**config.mk**
```make
export PLATFORM = sky130hd
export DESIGN_NAME = record_validator_with_crc32_flat
export DESIGN_NICKNAME = d
export VERILOG_FILES = /design/src/rtl/core/rvcrc_pkg.sv /design/src/rtl/core/rvcrc_byte_if.sv /design/src/rtl/core/rvcrc_result_if.sv /design/src/rtl/core/rvcrc_check.sv /design/src/rtl/core/record_validator_with_crc32.sv /design/src/flat_wrapper.sv
export VERILOG_INCLUDE_DIRS = /design/src /design/src/rtl/core
export SDC_FILE = /design/constraint.sdc
export NUM_CORES = 1
export LEC_CHECK = 0
export BUFFER_PORTS_ARGS = -buffer_cell sky130_fd_sc_hd__buf_2
export CORE_ASPECT_RATIO = 0.75
export CORE_MARGIN = 1
export CORE_UTILIZATION = 30
export CTS_CLUSTER_DIAMETER = 120
export CTS_CLUSTER_SIZE = 10
export DETAILED_ROUTE_END_ITERATION = 16
export RECOVER_POWER = 100
export SYNTH_ARGS = -nofsm -noshare
export SYNTH_HDL_FRONTEND = slang
export SYNTH_SLANG_ARGS = --single-unit
```
**constraint.sdc**
```tcl
create_clock -name clk -period 8.3 [get_ports clk]
set_clock_uncertainty 0.2 [all_clocks]
set_input_delay 0.415 -clock clk [delete_from_list [all_inputs] [get_ports clk]]
set_output_delay 0.415 -clock clk [all_outputs]
set_load 0.02 [all_outputs]
```
**src/rtl/core/record_validator_with_crc32_macros.svh**
```systemverilog
// Assertion macros for the record validator. Each use names a label, an
// antecedent and a consequent; the clock is clk and the reset is rst in the
// scope of the use.
`ifndef RECORD_VALIDATOR_WITH_CRC32_MACROS_SVH
`define RECORD_VALIDATOR_WITH_CRC32_MACROS_SVH
`ifndef SYNTHESIS
`define RVCRC_ASSERT_SAME(lbl, ante, cons) \
  lbl: assert property (@(posedge clk) disable iff (rst) (ante) |-> (cons)) \
    else $error("assertion failed: same cycle implication");
`define RVCRC_ASSERT_NEXT(lbl, ante, cons) \
  lbl: assert property (@(posedge clk) disable iff (rst) (ante) |=> (cons)) \
    else $error("assertion failed: next cycle implication");
`else
`define RVCRC_ASSERT_SAME(lbl, ante, cons)
`define RVCRC_ASSERT_NEXT(lbl, ante, cons)
`endif
`endif

```
**src/rtl/core/rvcrc_pkg.sv**
```systemverilog
`timescale 1ns / 1ps
package rvcrc_pkg;

  // Default record geometry.
  localparam int SERIAL_BYTES_DEF  = 16;
  localparam int ADDRESS_BYTES_DEF = 6;
  localparam int PEER_SLOTS_DEF    = 2;
  localparam int KEY_BYTES_DEF     = 16;

  localparam logic [31:0] CRC_INIT = 32'hFFFF_FFFF;
  localparam logic [31:0] CRC_POLY = 32'hEDB8_8320;

  localparam logic [7:0] CHAR_UPPER_A = 8'h41;
  localparam logic [7:0] CHAR_UPPER_Z = 8'h5A;
  localparam logic [7:0] CHAR_DIGIT_0 = 8'h30;
  localparam logic [7:0] CHAR_DIGIT_9 = 8'h39;
  localparam logic [7:0] CHAR_DASH    = 8'h2D;

  // Configuration port.
  localparam int REG_INDEX_W = 3;
  localparam int REG_DATA_W  = 16;
  localparam logic [REG_INDEX_W-1:0] REG_MAGIC   = 3'd0;
  localparam logic [REG_INDEX_W-1:0] REG_VERSION = 3'd1;
  localparam logic [REG_INDEX_W-1:0] REG_ROLE_A  = 3'd2;
  localparam logic [REG_INDEX_W-1:0] REG_ROLE_B  = 3'd3;
  localparam logic [REG_INDEX_W-1:0] REG_ROLE_C  = 3'd4;

  typedef enum logic [2:0] {
    ST_OK      = 3'd0,
    ST_MAGIC   = 3'd1,
    ST_VERSION = 3'd2,
    ST_CRC     = 3'd3,
    ST_SERIAL  = 3'd4,
    ST_ROLE    = 3'd5
  } status_t;

  typedef struct packed {
    logic [15:0] magic_value;
    logic [15:0] version_value;
    logic [7:0]  role_code_a;
    logic [7:0]  role_code_b;
    logic [7:0]  role_code_c;
  } cfg_t;

  typedef struct packed {
    status_t    status;
    logic [7:0] role_byte;
  } result_t;

  // One byte of reflected CRC-32, bit by bit.
  function automatic logic [31:0] crc32_byte(input logic [31:0] crc_in,
                                             input logic [7:0] data);
    logic [31:0] c;
    c = crc_in ^ {24'd0, data};
    for (int k = 0; k < 8; k++) begin
      c = c[0] ? ((c >> 1) ^ CRC_POLY) : (c >> 1);
    end
    return c;
  endfunction

endpackage

```
**src/rtl/core/rvcrc_byte_if.sv**
```systemverilog
`timescale 1ns / 1ps
interface rvcrc_byte_if;
  logic       valid;
  logic       ready;
  logic [7:0] data_byte;

  modport source (output valid, output data_byte, input ready);
  modport sink (input valid, input data_byte, output ready);
endinterface

```
**src/rtl/core/rvcrc_result_if.sv**
```systemverilog
`timescale 1ns / 1ps
interface rvcrc_result_if;
  logic               valid;
  logic               ready;
  rvcrc_pkg::status_t status;
  logic [7:0]         role_byte;

  modport source (output valid, output status, output role_byte, input ready);
  modport sink (input valid, input status, input role_byte, output ready);
endinterface

```
**src/rtl/core/rvcrc_check.sv**
```systemverilog
`timescale 1ns / 1ps
module rvcrc_check #(
  parameter int SERIAL_BYTES  = rvcrc_pkg::SERIAL_BYTES_DEF,
  parameter int ADDRESS_BYTES = rvcrc_pkg::ADDRESS_BYTES_DEF,
  parameter int PEER_SLOTS    = rvcrc_pkg::PEER_SLOTS_DEF,
  parameter int KEY_BYTES     = rvcrc_pkg::KEY_BYTES_DEF
) (
  input  logic               clk,
  input  logic               rst,
  input  logic               step,
  input  logic [7:0]         data_byte,
  input  rvcrc_pkg::cfg_t    cfg,
  output logic               last,
  output rvcrc_pkg::result_t result
);

  localparam int POS_SERIAL   = 4;
  localparam int POS_ROLE     = POS_SERIAL + SERIAL_BYTES;
  localparam int POS_CRC      = POS_ROLE + 1 + ADDRESS_BYTES * (1 + PEER_SLOTS) + KEY_BYTES;
  localparam int RECORD_BYTES = POS_CRC + 4;
  localparam int POS_W        = $clog2(RECORD_BYTES);

  logic [POS_W-1:0] byte_position;
  logic [31:0]      crc_accumulator;
  logic             magic_bad;
  logic             version_bad;
  logic             crc_bad;
  logic             serial_ended;
  logic             serial_has_char;
  logic             serial_bad;
  logic [7:0]       held_role;

  logic [31:0]      crc_accumulator_next;
  logic             magic_bad_next;
  logic             version_bad_next;
  logic             crc_bad_next;
  logic             serial_ended_next;
  logic             serial_has_char_next;
  logic             serial_bad_next;
  logic [7:0]       held_role_next;
  logic [31:0]      final_crc;
  logic [POS_W-1:0] crc_offset;
  logic [7:0]       crc_expected;
  logic             char_ok;
  logic             role_ok;

  assign final_crc  = ~crc_accumulator;
  assign crc_offset = byte_position - POS_W'(POS_CRC);
  assign last       = (byte_position == POS_W'(RECORD_BYTES - 1));
  assign char_ok    = (data_byte >= rvcrc_pkg::CHAR_UPPER_A && data_byte <= rvcrc_pkg::CHAR_UPPER_Z)
                   || (data_byte >= rvcrc_pkg::CHAR_DIGIT_0 && data_byte <= rvcrc_pkg::CHAR_DIGIT_9)
                   || (data_byte == rvcrc_pkg::CHAR_DASH);

  always_comb begin
    case (crc_offset[1:0])
      2'd0:    crc_expected = final_crc[7:0];
      2'd1:    crc_expected = final_crc[15:8];
      2'd2:    crc_expected = final_crc[23:16];
      default: crc_expected = final_crc[31:24];
    endcase
  end

  always_comb begin
    crc_accumulator_next = crc_accumulator;
    magic_bad_next       = magic_bad;
    version_bad_next     = version_bad;
    crc_bad_next         = crc_bad;
    serial_ended_next    = serial_ended;
    serial_has_char_next = serial_has_char;
    serial_bad_next      = serial_bad;
    held_role_next       = held_role;

    if (byte_position == POS_W'(0) && data_byte != cfg.magic_value[7:0]) begin
      magic_bad_next = 1'b1;
    end
    if (byte_position == POS_W'(1) && data_byte != cfg.magic_value[15:8]) begin
      magic_bad_next = 1'b1;
    end
    if (byte_position == POS_W'(2) && data_byte != cfg.version_value[7:0]) begin
      version_bad_next = 1'b1;
    end
    if (byte_position == POS_W'(3) && data_byte != cfg.version_value[15:8]) begin
      version_bad_next = 1'b1;
    end

    if (byte_position < POS_W'(POS_CRC)) begin
      crc_accumulator_next = rvcrc_pkg::crc32_byte(crc_accumulator, data_byte);
    end else if (data_byte != crc_expected) begin
      crc_bad_next = 1'b1;
    end

    if (byte_position >= POS_W'(POS_SERIAL) && byte_position < POS_W'(POS_ROLE)) begin
      if (serial_ended) begin
        if (data_byte != 8'd0) begin
          serial_bad_next = 1'b1;
        end
      end else if (data_byte == 8'd0) begin
        serial_ended_next = 1'b1;
      end else if (!char_ok) begin
        serial_bad_next = 1'b1;
      end else begin
        serial_has_char_next = 1'b1;
      end
    end

    if (byte_position == POS_W'(POS_ROLE)) begin
      held_role_next = data_byte;
    end
  end

  assign role_ok = (held_role_next == cfg.role_code_a) || (held_role_next == cfg.role_code_b)
                || (held_role_next == cfg.role_code_c);

  always_comb begin
    if (magic_bad_next) begin
      result.status = rvcrc_pkg::ST_MAGIC;
    end else if (version_bad_next) begin
      result.status = rvcrc_pkg::ST_VERSION;
    end else if (crc_bad_next) begin
      result.status = rvcrc_pkg::ST_CRC;
    end else if (serial_bad_next || !serial_has_char_next) begin
      result.status = rvcrc_pkg::ST_SERIAL;
    end else if (!role_ok) begin
      result.status = rvcrc_pkg::ST_ROLE;
    end else begin
      result.status = rvcrc_pkg::ST_OK;
    end
    result.role_byte = (result.status == rvcrc_pkg::ST_OK) ? held_role_next : 8'd0;
  end

  always_ff @(posedge clk) begin
    if (rst || (step && last)) begin
      byte_position   <= '0;
      crc_accumulator <= rvcrc_pkg::CRC_INIT;
      magic_bad       <= 1'b0;
      version_bad     <= 1'b0;
      crc_bad         <= 1'b0;
      serial_ended    <= 1'b0;
      serial_has_char <= 1'b0;
      serial_bad      <= 1'b0;
      held_role       <= 8'd0;
    end else if (step) begin
      byte_position   <= byte_position + POS_W'(1);
      crc_accumulator <= crc_accumulator_next;
      magic_bad       <= magic_bad_next;
      version_bad     <= version_bad_next;
      crc_bad         <= crc_bad_next;
      serial_ended    <= serial_ended_next;
      serial_has_char <= serial_has_char_next;
      serial_bad      <= serial_bad_next;
      held_role       <= held_role_next;
    end
  end

endmodule

```
**src/rtl/core/record_validator_with_crc32.sv**
```systemverilog
`timescale 1ns / 1ps
// Provisioning record validator. The block takes a fixed-size record one byte
// per transaction on data_ch: a little-endian 16-bit magic and version, the
// serial text, a role byte, own and peer addresses, a key and a little-endian
// CRC-32 (reflected, polynomial 0xEDB88320, init and final xor all ones) over
// every byte but the last four. After the final byte it returns one
// transaction on result_ch whose status is, first match winning: magic,
// version, crc, serial, role error, else ok; role_byte carries the role only
// when the status is ok. It sustains one byte per clock cycle; a byte is held
// in the input register until it advances into the checker, and processing
// the final byte loads the result into the output register. The cycle is
// bounded by the eight-step CRC-32 byte update that runs between the input
// register and the running CRC register of the checker. The input keeps
// accepting bytes while a result waits to be taken, and only the final byte of
// the next record stalls until the output register is free. Configuration
// registers (magic, version, three role codes) are written through
// write_enable, reg_index and write_data, and must only change while no record is in flight.
module record_validator_with_crc32 #(
  parameter int SERIAL_BYTES  = rvcrc_pkg::SERIAL_BYTES_DEF,
  parameter int ADDRESS_BYTES = rvcrc_pkg::ADDRESS_BYTES_DEF,
  parameter int PEER_SLOTS    = rvcrc_pkg::PEER_SLOTS_DEF,
  parameter int KEY_BYTES     = rvcrc_pkg::KEY_BYTES_DEF
) (
  input  logic                                clk,
  input  logic                                rst,
  input  logic                                write_enable,
  input  logic [rvcrc_pkg::REG_INDEX_W-1:0]   reg_index,
  input  logic [rvcrc_pkg::REG_DATA_W-1:0]    write_data,
  rvcrc_byte_if.sink                          data_ch,
  rvcrc_result_if.source                      result_ch
);

`include "record_validator_with_crc32_macros.svh"

  // Configuration registers, gathered into one struct for the checker.
  rvcrc_pkg::cfg_t cfg;

  always_ff @(posedge clk) begin
    if (rst) begin
      cfg.magic_value   <= 16'd0;
      cfg.version_value <= 16'd1;
      cfg.role_code_a   <= 8'd0;
      cfg.role_code_b   <= 8'd1;
      cfg.role_code_c   <= 8'd2;
    end else if (write_enable) begin
      case (reg_index)
        rvcrc_pkg::REG_MAGIC:   cfg.magic_value   <= write_data;
        rvcrc_pkg::REG_VERSION: cfg.version_value <= write_data;
        rvcrc_pkg::REG_ROLE_A:  cfg.role_code_a   <= write_data[7:0];
        rvcrc_pkg::REG_ROLE_B:  cfg.role_code_b   <= write_data[7:0];
        rvcrc_pkg::REG_ROLE_C:  cfg.role_code_c   <= write_data[7:0];
        default: ;
      endcase
    end
  end

  // Input register. A held byte advances into the checker unless it is the
  // final byte of a record and the output register is still occupied.
  logic               in_valid;
  logic [7:0]         in_byte;
  logic               advance;
  logic               last;
  rvcrc_pkg::result_t result_now;

  logic               out_valid;
  rvcrc_pkg::result_t out_result;

  assign advance       = in_valid && (!last || !out_valid || result_ch.ready);
  assign data_ch.ready = !in_valid || advance;

  always_ff @(posedge clk) begin
    if (rst) begin
      in_valid <= 1'b0;
    end else if (data_ch.ready) begin
      in_valid <= data_ch.valid;
    end
  end

  always_ff @(posedge clk) begin
    if (data_ch.ready && data_ch.valid) begin
      in_byte <= data_ch.data_byte;
    end
  end

  // Field checks, running CRC and the record position live in the checker;
  // it also forms the status that the final byte would produce.
  rvcrc_check #(
    .SERIAL_BYTES  (SERIAL_BYTES),
    .ADDRESS_BYTES (ADDRESS_BYTES),
    .PEER_SLOTS    (PEER_SLOTS),
    .KEY_BYTES     (KEY_BYTES)
  ) u_check (
    .clk       (clk),
    .rst       (rst),
    .step      (advance),
    .data_byte (in_byte),
    .cfg       (cfg),
    .last      (last),
    .result    (result_now)
  );

  // Output register. It loads when the final byte of a record is processed
  // and empties when the downstream side takes the transaction.
  always_ff @(posedge clk) begin
    if (rst) begin
      out_valid <= 1'b0;
    end else if (advance && last) begin
      out_valid <= 1'b1;
    end else if (result_ch.ready) begin
      out_valid <= 1'b0;
    end
  end

  always_ff @(posedge clk) begin
    if (advance && last) begin
      out_result <= result_now;
    end
  end

  assign result_ch.valid     = out_valid;
  assign result_ch.status    = out_result.status;
  assign result_ch.role_byte = out_result.role_byte;

  // An error status never reports a role.
  `RVCRC_ASSERT_SAME(a_role_zero_on_error, result_ch.valid && result_ch.status != rvcrc_pkg::ST_OK, result_ch.role_byte == 8'd0)
  // Processing the final byte always leaves a result waiting.
  `RVCRC_ASSERT_NEXT(a_result_loaded, !rst && advance && last, result_ch.valid)
  // A held byte that cannot advance is neither lost nor overwritten.
  `RVCRC_ASSERT_NEXT(a_input_held, !rst && in_valid && !advance, in_valid && $stable(in_byte))

endmodule
```
**src/flat_wrapper.sv**
```systemverilog
// flat-port wrapper written by rule: the top's interface ports become plain ports
module record_validator_with_crc32_flat 
#(
  parameter int SERIAL_BYTES  = rvcrc_pkg::SERIAL_BYTES_DEF,
  parameter int ADDRESS_BYTES = rvcrc_pkg::ADDRESS_BYTES_DEF,
  parameter int PEER_SLOTS    = rvcrc_pkg::PEER_SLOTS_DEF,
  parameter int KEY_BYTES     = rvcrc_pkg::KEY_BYTES_DEF
)
  (clk, rst, write_enable, reg_index, write_data, data_ch_valid, data_ch_data_byte, data_ch_ready, result_ch_valid, result_ch_status, result_ch_role_byte, result_ch_ready);
  rvcrc_byte_if data_ch_i ();
  rvcrc_result_if result_ch_i ();
  input  logic clk;
  input  logic rst;
  input  logic write_enable;
  input  logic [rvcrc_pkg::REG_INDEX_W-1:0] reg_index;
  input  logic [rvcrc_pkg::REG_DATA_W-1:0] write_data;
  input wire logic [$bits(data_ch_i.valid)-1:0] data_ch_valid;
  input wire logic [$bits(data_ch_i.data_byte)-1:0] data_ch_data_byte;
  output wire logic [$bits(data_ch_i.ready)-1:0] data_ch_ready;
  output wire logic [$bits(result_ch_i.valid)-1:0] result_ch_valid;
  output wire logic [$bits(result_ch_i.status)-1:0] result_ch_status;
  output wire logic [$bits(result_ch_i.role_byte)-1:0] result_ch_role_byte;
  input wire logic [$bits(result_ch_i.ready)-1:0] result_ch_ready;
  assign data_ch_i.valid = data_ch_valid;
  assign data_ch_i.data_byte = data_ch_data_byte;
  assign data_ch_ready = data_ch_i.ready;
  assign result_ch_valid = result_ch_i.valid;
  assign result_ch_status = result_ch_i.status;
  assign result_ch_role_byte = result_ch_i.role_byte;
  assign result_ch_i.ready = result_ch_ready;
  record_validator_with_crc32 #(.SERIAL_BYTES(SERIAL_BYTES), .ADDRESS_BYTES(ADDRESS_BYTES), .PEER_SLOTS(PEER_SLOTS), .KEY_BYTES(KEY_BYTES)) u_core (.clk(clk), .rst(rst), .write_enable(write_enable), .reg_index(reg_index), .write_data(write_data), .data_ch(data_ch_i), .result_ch(result_ch_i));
endmodule
```
==> summary.txt, run 1 <==
Detailed routing
  – Drt total wl: 19.66 mm
  – Per-cell routed wire length: 16.93 um
  – Initial DRC count: 602
  – Antenna-violating nets left: 0
  – First-pass DRT Iterations: 7
  – Vias/cell: 5.079
  – Total number of vias: 5897
  – Drt drc: 0

Min path
  – Hold Crit Class: in2reg

Clock network
  – Num CTS Buffers: 17
  – Clock Latency Late Sink: 430 ps
  – TritonCTS clock tree: yes
  – PostCTS Resize Cnt: 0
  – Worst-path clk slew: 60 ps
  – CTS H-tree lvls: 4
  – Root buffer cell: clkbuf_16
  – Postcts setup bufs: 0
  – Hold buffers post-CTS: 8
  – CTS sink cnt: 129
  – CTS max path bufs: 2

Floorplanning
  – CORE AREA: 0.02241 mm2
  – FP Rows: 47
  – Die ar.: 0.02377 mm2
  – Initial core utilization: 0.3100
  – I/O Pins: 45
  – DIE HEIGHT: 133.8 um
  – Die span in x: 177.7 um

Global routing
  – Gr usage total: 0.1712
  – First-pass GRT wire length: 30.85 mm
  – Initial antenna violation count: 0
  – Largest net degree at the start of global routing: 62
  – Overflow after GRT: 0
  – Number of global-route vias before repair: 5369

Yosys
  – Most common cell in the netlist: nand2_1
  – Yosys warns: 0
  – Syn_nets: 860
  – Avg Synthesized Cell Area: 8.441 um2
  – Synth Flop Type: dfxtp_1
  – Leading area contributor after synthesis: dfxtp_1
  – Share of the synthesized area in the top cell type: 0.3170
  – Syn Inst Count: 823
  – Area contributors post-synth: dfxtp_1 (32%), xnor2_1 (12%), nand2_1 (8.8%), edfxtp_1 (8.2%), a21oi_1 (5.3%)
  – Synthesized cell area: 0.006947 mm2
  – Synth top cells by count: nand2_1 (163), dfxtp_1 (110), xnor2_1 (92)
  – Ys async rst share: 0
  – Seq/Total Area, Yosys: 0.3991
  – Post-synthesis register bit count: 129
  – Number of flops mapped to enable cells by yosys: 19
  – Yosys cell types: 68

Flow run
  – Max Cap Violations: 1

Place
  – Placed cell count: 1121
  – DP Worst Slack: 4260 ps
  – Gpl congestion: 1.033
  – Port bufs: 44
  – Dpl hpwl: 13.75 mm
  – Dpl cell area: 0.007397 mm2

Setup path
  – Required @ worst endpoint: 8330 ps
  – Worst r2r src: u_core.u_check.byte_position[0]$_SDFFE_PP0P_
  – CP Max Fanout: 17
  – Critical path data arrival time: 4570 ps
  – Nature of the critical path endpoint: flop
  – Critical Path Start Type: flop
  – Worst Setup SP: u_core.u_check.byte_position[0]$_SDFFE_PP0P_
  – Reg-to-reg endpoint: u_core.result_ch.role_byte[4]$_SDFFCE_PP0P_
  – R2R depth: 9
  – Setup crit end: u_core.result_ch.role_byte[4]$_SDFFCE_PP0P_
  – Slack of the worst reg-to-reg path: 3750 ps
  – Critical path class: reg2reg

Power
  – Peak VDD IR: 0.1564 mV
  – Leakage: 2.735 nW
  – PwrDens: 232.7 mW/mm2

STA
  – Setup Viol. Count Final: 0
  – Fin. max-slew vios: 34
  – Hold Fails Final Rpt: 0
  – Period minus WS final: 4545 ps
  – Slew @ Worst Pin: 1513 ps
  – Sum Neg Setup Slack: 0 ps
  – Crit share post-route: 0.5476
  – Max-slew headroom: -0.008465
  – Max Fclk: 220.0 MHz
  – RSZ-0062 raised after global routing: no
  – Final Worst Setup Slack: 3755 ps
  – Hold_ws: 40.17 ps

Final layout
  – NumNets Final: 891
  – Layout fillers: 2297
  – Design Area, Final: 0.008033 mm2
  – Layout cell share with drive strength beyond 1: 0.09227
  – Diodes inserted: 0
  – Syn-to-layout area delta: 15.63%
  – Non-filler cells, final: 1161

Run status
  – Failing checks: max-capacitance violations, max-slew violations
  – Status: complete, but fails checks
-- flip-flops by register name, summed over array words and instances, names as in the netlist --
name	cells
u_core.cfg	56
u_core.in_byte	8
u_core.in_valid	1
u_core.result_ch.role_byte	8
u_core.result_ch.status	3
u_core.result_ch.valid	1
u_core.u_check.byte_position	6
u_core.u_check.crc_accumulator	32
u_core.u_check.crc_bad	1
u_core.u_check.held_role	8
u_core.u_check.magic_bad	1
u_core.u_check.serial_bad	1
u_core.u_check.serial_ended	1
u_core.u_check.serial_has_char	1
u_core.u_check.version_bad	1
-- layer usage --
layer / routed length [um] / GRT usage / up-vias
li1: - / - / 2895
met3: 1642 / 0.04649 / 30
met1: 10100 / 0.2633 / 2753
met2: 7556 / 0.2220 / 219
met4: 362 / 0.05983 / 0
met5: 0 / 0 / -
-- cell usage in the layout, fill, tap and decap left out, types with 18 or more instances in the layout --
| cell | netlist | final |
|---|---|---|
| a21oi_1 | 73 | 73 |
| nand3_1 | 21 | 21 |
| o211ai_1 | 32 | 32 |
| xnor2_1 | 92 | 92 |
| clkbuf_16 | 0 | 18 |
| nor2b_1 | 29 | 29 |
| clkbuf_1 | 36 | 19 |
| buf_2 | 4 | 27 |
| nand2_1 | 163 | 163 |
| inv_1 | 21 | 22 |
| edfxtp_1 | 19 | 19 |
| nor2_1 | 38 | 38 |
| xor2_1 | 27 | 27 |
| dfxtp_1 | 110 | 110 |
-- per-stage QoR --
stage | total power [W] | utilization
floorplan | 0.001016 | -
global placement | 0.001106 | 0.3302
detailed placement | 0.001108 | 0.3302
CTS | 0.001879 | 0.3608
global route | 0.001951 | 0.3585
finish | 0.001869 | 0.3585
-- worst min-delay path by stage --
stage | slack, ps | cells past startpoint | start | to
detailed placement | 250 | 2 | u_core.u_check.serial_has_char$_SDFFE_PP0P_ | u_core.u_check.serial_has_char$_SDFFE_PP0P_
CTS | 30 | 3 | write_data[12] | u_core.cfg[52]$_SDFFE_PP0P_
global route | 40 | 3 | write_data[10] | u_core.cfg[50]$_SDFFE_PP0P_
finish | 40 | 3 | write_data[11] | u_core.cfg[51]$_SDFFE_PP0P_
floorplan | 230 | 2 | u_core.u_check.serial_has_char$_SDFFE_PP0P_ | u_core.u_check.serial_has_char$_SDFFE_PP0P_
global placement | 250 | 2 | u_core.u_check.serial_has_char$_SDFFE_PP0P_ | u_core.u_check.serial_has_char$_SDFFE_PP0P_
-- final cells by class --
cell class	instances	area (um2)	area share
flip-flops and latches	129	2773	0.3452
inverters	24	90.09	0.01121
clock inverters	12	128.9	0.01604
well taps	294	367.9	0.04579
clock buffers	20	478.0	0.05950
repair buffers	59	324.1	0.04034
multi-input cells	623	3871	0.4819
-- power breakdown --
part           switching [W]  internal, W
clock               0.000290     0.000475
sequential         0.0000486     0.000664
combinational       0.000215     0.000175
total               0.000554      0.00131
-- worst max-delay path, stage by stage, from the launching register on --
cell and delay [ps]:
dfxtp_1 370, inv_1 110, ha_1 630, inv_1 240, nor2_1 920, a21oi_1 300, o2bb2ai_1 190, or4b_1 560
a311o_1 520, a211oi_1 290
-- cell families after synthesis --
kind of cell,share of synthesized area
AND/OR/NAND/NOR,0.2224
AO/OA/AOI/OAI,0.1571
flip-flops,0.3991
XOR/XNOR,0.1571
buffers and inverters,0.04233
multiplexers,0.01297
adder cells (fa/ha/maj),0.009006
Note: power is estimated with default switching activity, not from simulation.
==> run 2, diff against run 1 <==
--- a/config.mk
+++ b/config.mk
@@ -6,6 +6,7 @@
 export SDC_FILE = /design/constraint.sdc
 export NUM_CORES = 1
 export LEC_CHECK = 0
+export ABC_AREA = 1
 export BUFFER_PORTS_ARGS = -buffer_cell sky130_fd_sc_hd__buf_2
 export CORE_ASPECT_RATIO = 0.75
 export CORE_MARGIN = 1
==> constraint.sdc (replaced) <==
create_clock -name clk -period 4.15 [get_ports clk]
set_clock_uncertainty 0.2 [all_clocks]
set_input_delay 0.2075 -clock clk [delete_from_list [all_inputs] [get_ports clk]]
set_output_delay 0.2075 -clock clk [all_outputs]
set_load 0.02 [all_outputs]
==> summary.txt, run 2 <==
Run status
  – Status: complete, but fails checks
  – Failing checks: max-capacitance violations, max-slew violations

Final layout
  – Syn-to-layout area delta: 18.28%
  – Layout cell share with drive strength beyond 1: 0.09838 (+0.006103)
  – Max FFs per register: 56 (unchanged)
  – NumNets Final: 1132 (+27%)
  – Non-filler cells, final: 1408 (+21%)
  – Diodes inserted: 0 (unchanged)
  – Largest registers: u_core.cfg (56), u_core.u_check.crc_accumulator (32)
  – Commonest cells after routing, fill and taps aside: nand2_1 (276), nor2_1 (113), dfxtp_1 (110)
  – Top reg by flops: u_core.cfg
  – Commonest non-fill, non-tap cell in the layout: nand2_1

Setup path
  – Cell Chain, Critical Path: inv_1 -> ha_1 -> inv_1 -> nor4_1 -> nand2_1 -> nand2_2 -> inv_2 -> nand2_1 -> nand2_1 -> inv_2 -> o21ai_0 -> a22oi_1
  – Slowest CP cell: inv_2
  – CP Max Fanout: 16 (-1)
  – Critical Path Start Type: flop
  – CP max stage delay: 430 ps (-490 ps)
  – Number of buffers and inverters on the critical path: 4 (+2)
  – Critical path class: reg2reg
  – Cell repeated most along the worst path: nand2_1
  – Critical path data arrival time: 3590 ps (-980 ps)
  – Largest delay share family, worst path: simple AND/OR/NAND/NOR gates
  – Nature of the critical path endpoint: flop
  – Required @ worst endpoint: 4280 ps (-4050 ps)

Yosys
  – Seq/Total Area, Yosys: 0.3821 (-0.01700)
  – Leading area contributor after synthesis: dfxtp_1
  – Number of flops mapped to enable cells by yosys: 19 (unchanged)
  – Post-synthesis register bit count: 129 (unchanged)
  – Avg Synthesized Cell Area: 7.017 um2 (-17%)
  – Ys async rst share: 0 (unchanged)
  – Synthesized cell area: 0.007256 mm2 (+4.4%)
  – Syn Inst Count: 1034 (+26%)
  – Area contributors post-synth: dfxtp_1 (30%), nand2_1 (14%), edfxtp_1 (7.9%), xor2_1 (6.3%), o21ai_0 (5.9%)
  – Synth top cells by count: nand2_1 (275), nor2_1 (114), dfxtp_1 (110)
  – Yosys cell types: 43 (-37%)
  – Syn_nets: 1071 (+25%)
  – Share of the synthesized area in the top cell type: 0.3035 (-0.01350)
  – Synth Flop Type: dfxtp_1
  – Most common cell in the netlist: nand2_1
  – Yosys warns: 0 (unchanged)

Clock network
  – Root buffer cell: clkbuf_16
  – PostCTS Resize Cnt: 0 (unchanged)
  – Worst-path clk slew: 60 ps (about the same)
  – CTS max path bufs: 2 (unchanged)
  – CTS sink cnt: 129 (unchanged)
  – Postcts setup bufs: 0 (unchanged)
  – CTS H-tree lvls: 4 (unchanged)
  – Clock Latency Late Sink: 420 ps (about the same)
  – Hold buffers post-CTS: 28 (+20)
  – Num CTS Buffers: 17 (unchanged)
  – TritonCTS clock tree: yes

Flow run
  – Max Cap Violations: 1 (unchanged)

STA
  – Period minus WS final: 3450 ps (-1095 ps)
  – Crit share post-route: 0.8314 (+0.2838)
  – Sum Neg Setup Slack: 0 ps (unchanged)
  – Hold_ws: 28.79 ps (-11.38 ps)
  – Final Worst Setup Slack: 699.6 ps (-3055 ps)
  – Hold Fails Final Rpt: 0 (unchanged)
  – Fin. max-slew vios: 57 (+68%)
  – Slew @ Worst Pin: 2293 ps (+780.4 ps)
  – Setup Viol. Count Final: 0 (unchanged)
  – RSZ-0062 raised after global routing: no
  – Max-slew headroom: -0.5287 (-0.5203)
  – Max Fclk: 289.8 MHz (+32%)

Global routing
  – Overflow after GRT: 0 (unchanged)
  – Initial antenna violation count: 0 (unchanged)
  – Number of global-route vias before repair: 6121 (+14%)
  – First-pass GRT wire length: 34.11 mm (+11%)
  – Gr usage total: 0.1793 (+0.008124)
  – Largest net degree at the start of global routing: 57 (-8.1%)

Place
  – Dpl hpwl: 15.15 mm (+10%)
  – DP Worst Slack: 892.5 ps (-3367 ps)
  – Gpl congestion: 0.8866 (-14%)
  – Port bufs: 44 (unchanged)
  – Placed cell count: 1348 (+20%)

Floorplanning
  – CORE AREA: 0.02336 mm2 (+4.3%)
  – FP Rows: 48 (+2.1%)
  – Die span in x: 181.6 um (+2.2%)
  – Initial core utilization: 0.3106 (+0.0005257)
  – I/O Pins: 45 (unchanged)
  – Die ar.: 0.02482 mm2 (+4.4%)
  – DIE HEIGHT: 136.7 um (+2.2%)

Detailed routing
  – Initial DRC count: 634 (+5.3%)
  – Antenna-violating nets left: 0 (unchanged)
  – Drt total wl: 21.57 mm (+9.7%)
  – First-pass DRT Iterations: 7 (unchanged)
  – Total number of vias: 6698 (+14%)
  – Vias/cell: 4.757 (-6.3%)
  – Per-cell routed wire length: 15.32 um (-9.6%)
  – Drt drc: 0 (unchanged)

Power
  – Final Power: 0.003702 W (+98%)
  – Peak VDD IR: 0.3366 mV (+120%)
  – PwrDens: 431.4 mW/mm2 (+85%)
  – Leakage: 3.855 nW (+41%)

Min path
  – Hold Crit Class: in2reg
run 2: changes by cell type in the layout (fill, tap and decap cells not counted), moves of 24 or more:
cell      change
nand2_1     +113
o21ai_0      +82
inv_1        +81
nor2_1       +75
xnor2_1      -72
nor2b_1      -29
xor2_1       +25
o211ai_1     -24
run 2: through the flow:
step	cell area (um2)	utilization
after CTS	8665	0.3709
after floorplan	7256	-
after detailed placement	7736	0.3311
after global routing	8582	0.3673
after global placement	7736	0.3311
final	8582	0.3673
run 2: kinds of logic after synthesis:
logic type,share of synthesized area
fa+ha+maj,0.008622
buf+inv,0.08415
simple gates,0.2837
xor+xnor,0.1042
flops,0.3821
compound gates,0.1373
run 2: routing by layer:
layer / global-route usage / up-vias / part of all wire
met2: 0.2487 / 242 / 0.39
met3: 0.04657 / 24 / 0.080
met5: 0 / - / 0
met1: 0.2684 / 3026 / 0.51
li1: - / 3406 / -
met4: 0.04802 / 0 / 0.017
run 2: path summary, 6_finish.rpt:
check | from | end | slack [ps] | cells past startpoint
max reg2reg | u_core.u_check.byte_position[0]$_SDFFE_PP0P_ | u_core.u_check.byte_position[5]$_SDFFE_PP0P_ | 700 | 12
max | u_core.u_check.byte_position[0]$_SDFFE_PP0P_ | u_core.u_check.byte_position[5]$_SDFFE_PP0P_ | 700 | 12
min | reg_index[1] | u_core.cfg[17]$_SDFFE_PP0P_ | 30 | 4
min reg2reg | u_core.cfg[0]$_SDFFE_PP0P_ | u_core.cfg[0]$_SDFFE_PP0P_ | 270 | 2
run 2: power by group:
group,switching (W),internal [W],total [W]
combinational,0.000399,0.000246,0.000644
sequential,0.0000720,0.00133,0.00140
clock,0.000571,0.00109,0.00166
run 2: worst reg2reg max path, cell delays in order (launching register included):
cell and delay (ps):
dfxtp_1 350, inv_1 140, ha_1 190, inv_1 120, nor4_1 420, nand2_1 120
nand2_2 300, inv_2 240, nand2_1 130, nand2_1 350, inv_2 430, o21ai_0 190
a22oi_1 160
run 2: cell type report:
class	count	area, um2
inverter	113	425.4
fill	2415	14780
sequential	129	2773
clock buffer	23	499.2
multi-input combinational	753	3816
clock inverter	9	148.9
tap	300	375.4
timing repair buffer	81	544.3
==> run 3, diff against run 2 <==
==> constraint.sdc (replaced) <==
create_clock -name clk -period 3.2 [get_ports clk]
set_clock_uncertainty 0.2 [all_clocks]
set_input_delay 0.16 -clock clk [delete_from_list [all_inputs] [get_ports clk]]
set_output_delay 0.16 -clock clk [all_outputs]
set_load 0.02 [all_outputs]
==> summary.txt, run 3 (synthesis gave the netlist of run 2 again) <==
Run status
  – Status: completed

STA
  – RSZ-0062 raised after global routing: no
  – Fin. max-slew vios: 0 (-100%)
  – Slew @ Worst Pin: 924.3 ps (-1369 ps)
  – Sum Neg Setup Slack: 0 ps (unchanged)
  – Max-slew headroom: 0.3838 (+0.9125)
  – Max Fclk: 345.0 MHz (+19%)
  – Hold Fails Final Rpt: 0 (unchanged)
  – Setup Viol. Count Final: 0 (unchanged)
  – Crit share post-route: 0.9058 (+0.07434)
  – Period minus WS final: 2898 ps (-552.0 ps)

Place
  – Dpl hpwl: 15.08 mm (-0.50%)
  – Port bufs: 44 (unchanged)
  – Gpl congestion: 0.8622 (-2.8%)

Clock network
  – Num CTS Buffers: 17 (unchanged)
  – Root buffer cell: clkbuf_16
  – Hold buffers post-CTS: 29 (+3.6%)
  – CTS max path bufs: 2 (unchanged)
  – TritonCTS clock tree: yes
  – Worst-path clk slew: 60 ps (about the same)
  – Postcts setup bufs: 0 (unchanged)
  – PostCTS Resize Cnt: 0 (unchanged)
  – CTS sink cnt: 129 (unchanged)
  – Clock Latency Late Sink: 420 ps (about the same)
  – CTS H-tree lvls: 4 (unchanged)

Final layout
  – Commonest non-fill, non-tap cell in the layout: nand2_1
  – Commonest cells after routing, fill and taps aside: nand2_1 (275), nor2_1 (113), dfxtp_1 (110)
  – Top reg by flops: u_core.cfg
  – NumNets Final: 1143 (+0.97%)
  – Layout cell share with drive strength beyond 1: 0.1135 (+0.01512)
  – Syn-to-layout area delta: 19.49%
  – Max FFs per register: 56 (unchanged)
  – Largest registers: u_core.cfg (56), u_core.u_check.crc_accumulator (32)

Detailed routing
  – Antenna-violating nets left: 0 (unchanged)
  – Drt total wl: 21.03 mm (-2.5%)
  – Vias/cell: 4.709 (-1.0%)
  – Drt drc: 0 (unchanged)
  – Total number of vias: 6687 (-0.16%)
  – Initial DRC count: 491 (-23%)
  – First-pass DRT Iterations: 5 (-2)
  – Per-cell routed wire length: 14.81 um (-3.3%)

Floorplanning
  – Initial core utilization: 0.3106 (unchanged)
  – DIE HEIGHT: 136.7 um (unchanged)
  – FP Rows: 48 (unchanged)
  – Die ar.: 0.02482 mm2 (unchanged)
  – I/O Pins: 45 (unchanged)
  – Die span in x: 181.6 um (unchanged)
  – CORE AREA: 0.02336 mm2 (unchanged)

Global routing
  – Largest net degree at the start of global routing: 55 (-3.5%)
  – Number of global-route vias before repair: 6168 (+0.77%)
  – First-pass GRT wire length: 33.63 mm (-1.4%)
  – Initial antenna violation count: 1 (+1)
  – Gr usage total: 0.1777 (-0.001684)
  – Overflow after GRT: 0 (unchanged)

Setup path
  – Worst r2r src: u_core.u_check.byte_position[0]$_SDFFE_PP0P_
  – Critical Path Start Type: flop
  – Critical path data arrival time: 2950 ps (-640 ps)
  – Cell repeated most along the worst path: nand2_1
  – Reg-to-reg endpoint: u_core.result_ch.role_byte[3]$_SDFFCE_PP0P_
  – Slack of the worst reg-to-reg path: 300 ps (-400 ps)
  – CP max stage delay: 360 ps (-70 ps)
  – R2R depth: 14 (+2)
  – Nature of the critical path endpoint: flop
  – Required @ worst endpoint: 3250 ps (-1030 ps)
  – Critical path class: reg2reg
  – CP Max Fanout: 16 (unchanged)
  – Slowest CP cell: nor2_4
  – Cell Chain, Critical Path: inv_1 -> ha_1 -> nand3_1 -> nor2_4 -> nand2_1 -> nand2_1 -> inv_1 -> nand2_1 -> nand3_1 -> nor2_1 -> nand2_1 -> nand3_1 -> nand2_4 -> nor3_2

Power
  – PwrDens: 543.9 mW/mm2 (+26%)
  – Peak VDD IR: 0.2583 mV (-23%)
  – Final Power: 0.004716 W (+27%)
  – Leakage: 3.891 nW (+0.92%)

Min path
  – Hold depth: 5 (+1)
  – Hold Crit Class: in2reg
  – Worst hold path endpoint: u_core.cfg[17]$_SDFFE_PP0P_
  – Beginning of the worst hold path: reg_index[2]

Flow run
  – Max Cap Violations: 0 (-1)
-- run 3: report_power, final --
group / switching, W / leakage [nW] / total [W] / internal, W
sequential: 0.0000831 / 1.10 / 0.00180 / 0.00172
clock: 0.000743 / 0.300 / 0.00205 / 0.00131
combinational: 0.000530 / 2.49 / 0.000861 / 0.000332
-- run 3: routing by layer --
metal,vias to the layer above,wire length [um],track usage
met3,29,1502,0.04470
met1,3001,11040,0.2636
met5,-,0,0
met4,0,374,0.06026
li1,3426,-,-
met2,231,8114,0.2447
-- run 3: worst max path at each step --
stage,startpoint,end,cells past startpoint
2_1_floorplan,u_core.u_check.byte_position[0]$_SDFFE_PP0P_,u_core.result_ch.role_byte[0]$_SDFFCE_PP0P_,15
3_3_place_gp,u_core.u_check.byte_position[0]$_SDFFE_PP0P_,u_core.result_ch.role_byte[6]$_SDFFCE_PP0P_,15
3_5_place_dp,u_core.u_check.byte_position[0]$_SDFFE_PP0P_,u_core.result_ch.role_byte[4]$_SDFFCE_PP0P_,15
4_1_cts,u_core.u_check.byte_position[0]$_SDFFE_PP0P_,u_core.result_ch.role_byte[4]$_SDFFCE_PP0P_,15
5_1_grt,u_core.u_check.byte_position[0]$_SDFFE_PP0P_,u_core.u_check.version_bad$_SDFFE_PP0P_,12
6_report,u_core.u_check.byte_position[0]$_SDFFE_PP0P_,u_core.result_ch.role_byte[3]$_SDFFCE_PP0P_,14
-- run 3: area by class of cell --
cell class                      count  area, um2
Antenna cell                        1      2.502
Sequential cell                   129       2773
Multi-Input combinational cell    753       3850
Inverter                          113      425.4
Timing Repair Buffer               92      626.9
Clock buffer                       23      488.0
Fill cell                        2407      14690
Tap cell                          300      375.4
Clock inverter                      9      128.9
-- run 3: per-stage QoR --
step | setup slack (ps) | util | cell area [um2] | std cells | hold WS [ps]
floorplan | 867.2 | - | 7256 | 1034 | 29.07
global placement | 446.1 | 0.3344 | 7811 | 1358 | 137.3
detailed placement | 422.2 | 0.3344 | 7811 | 1358 | 138.1
CTS | 410.5 | 0.3732 | 8718 | 1419 | 0.6599
global route | 97.40 | 0.3711 | 8670 | 1420 | 57.62
finish | 301.6 | 0.3711 | 8670 | 1420 | 14.96
-- run 3: critical path: cells and delay by family (launching register included) --
kind	cells	cell delay, ps
adders and majority gates	1	180
DFF	1	340
buffers and inverters	2	280
and+or+nand+nor	11	1720
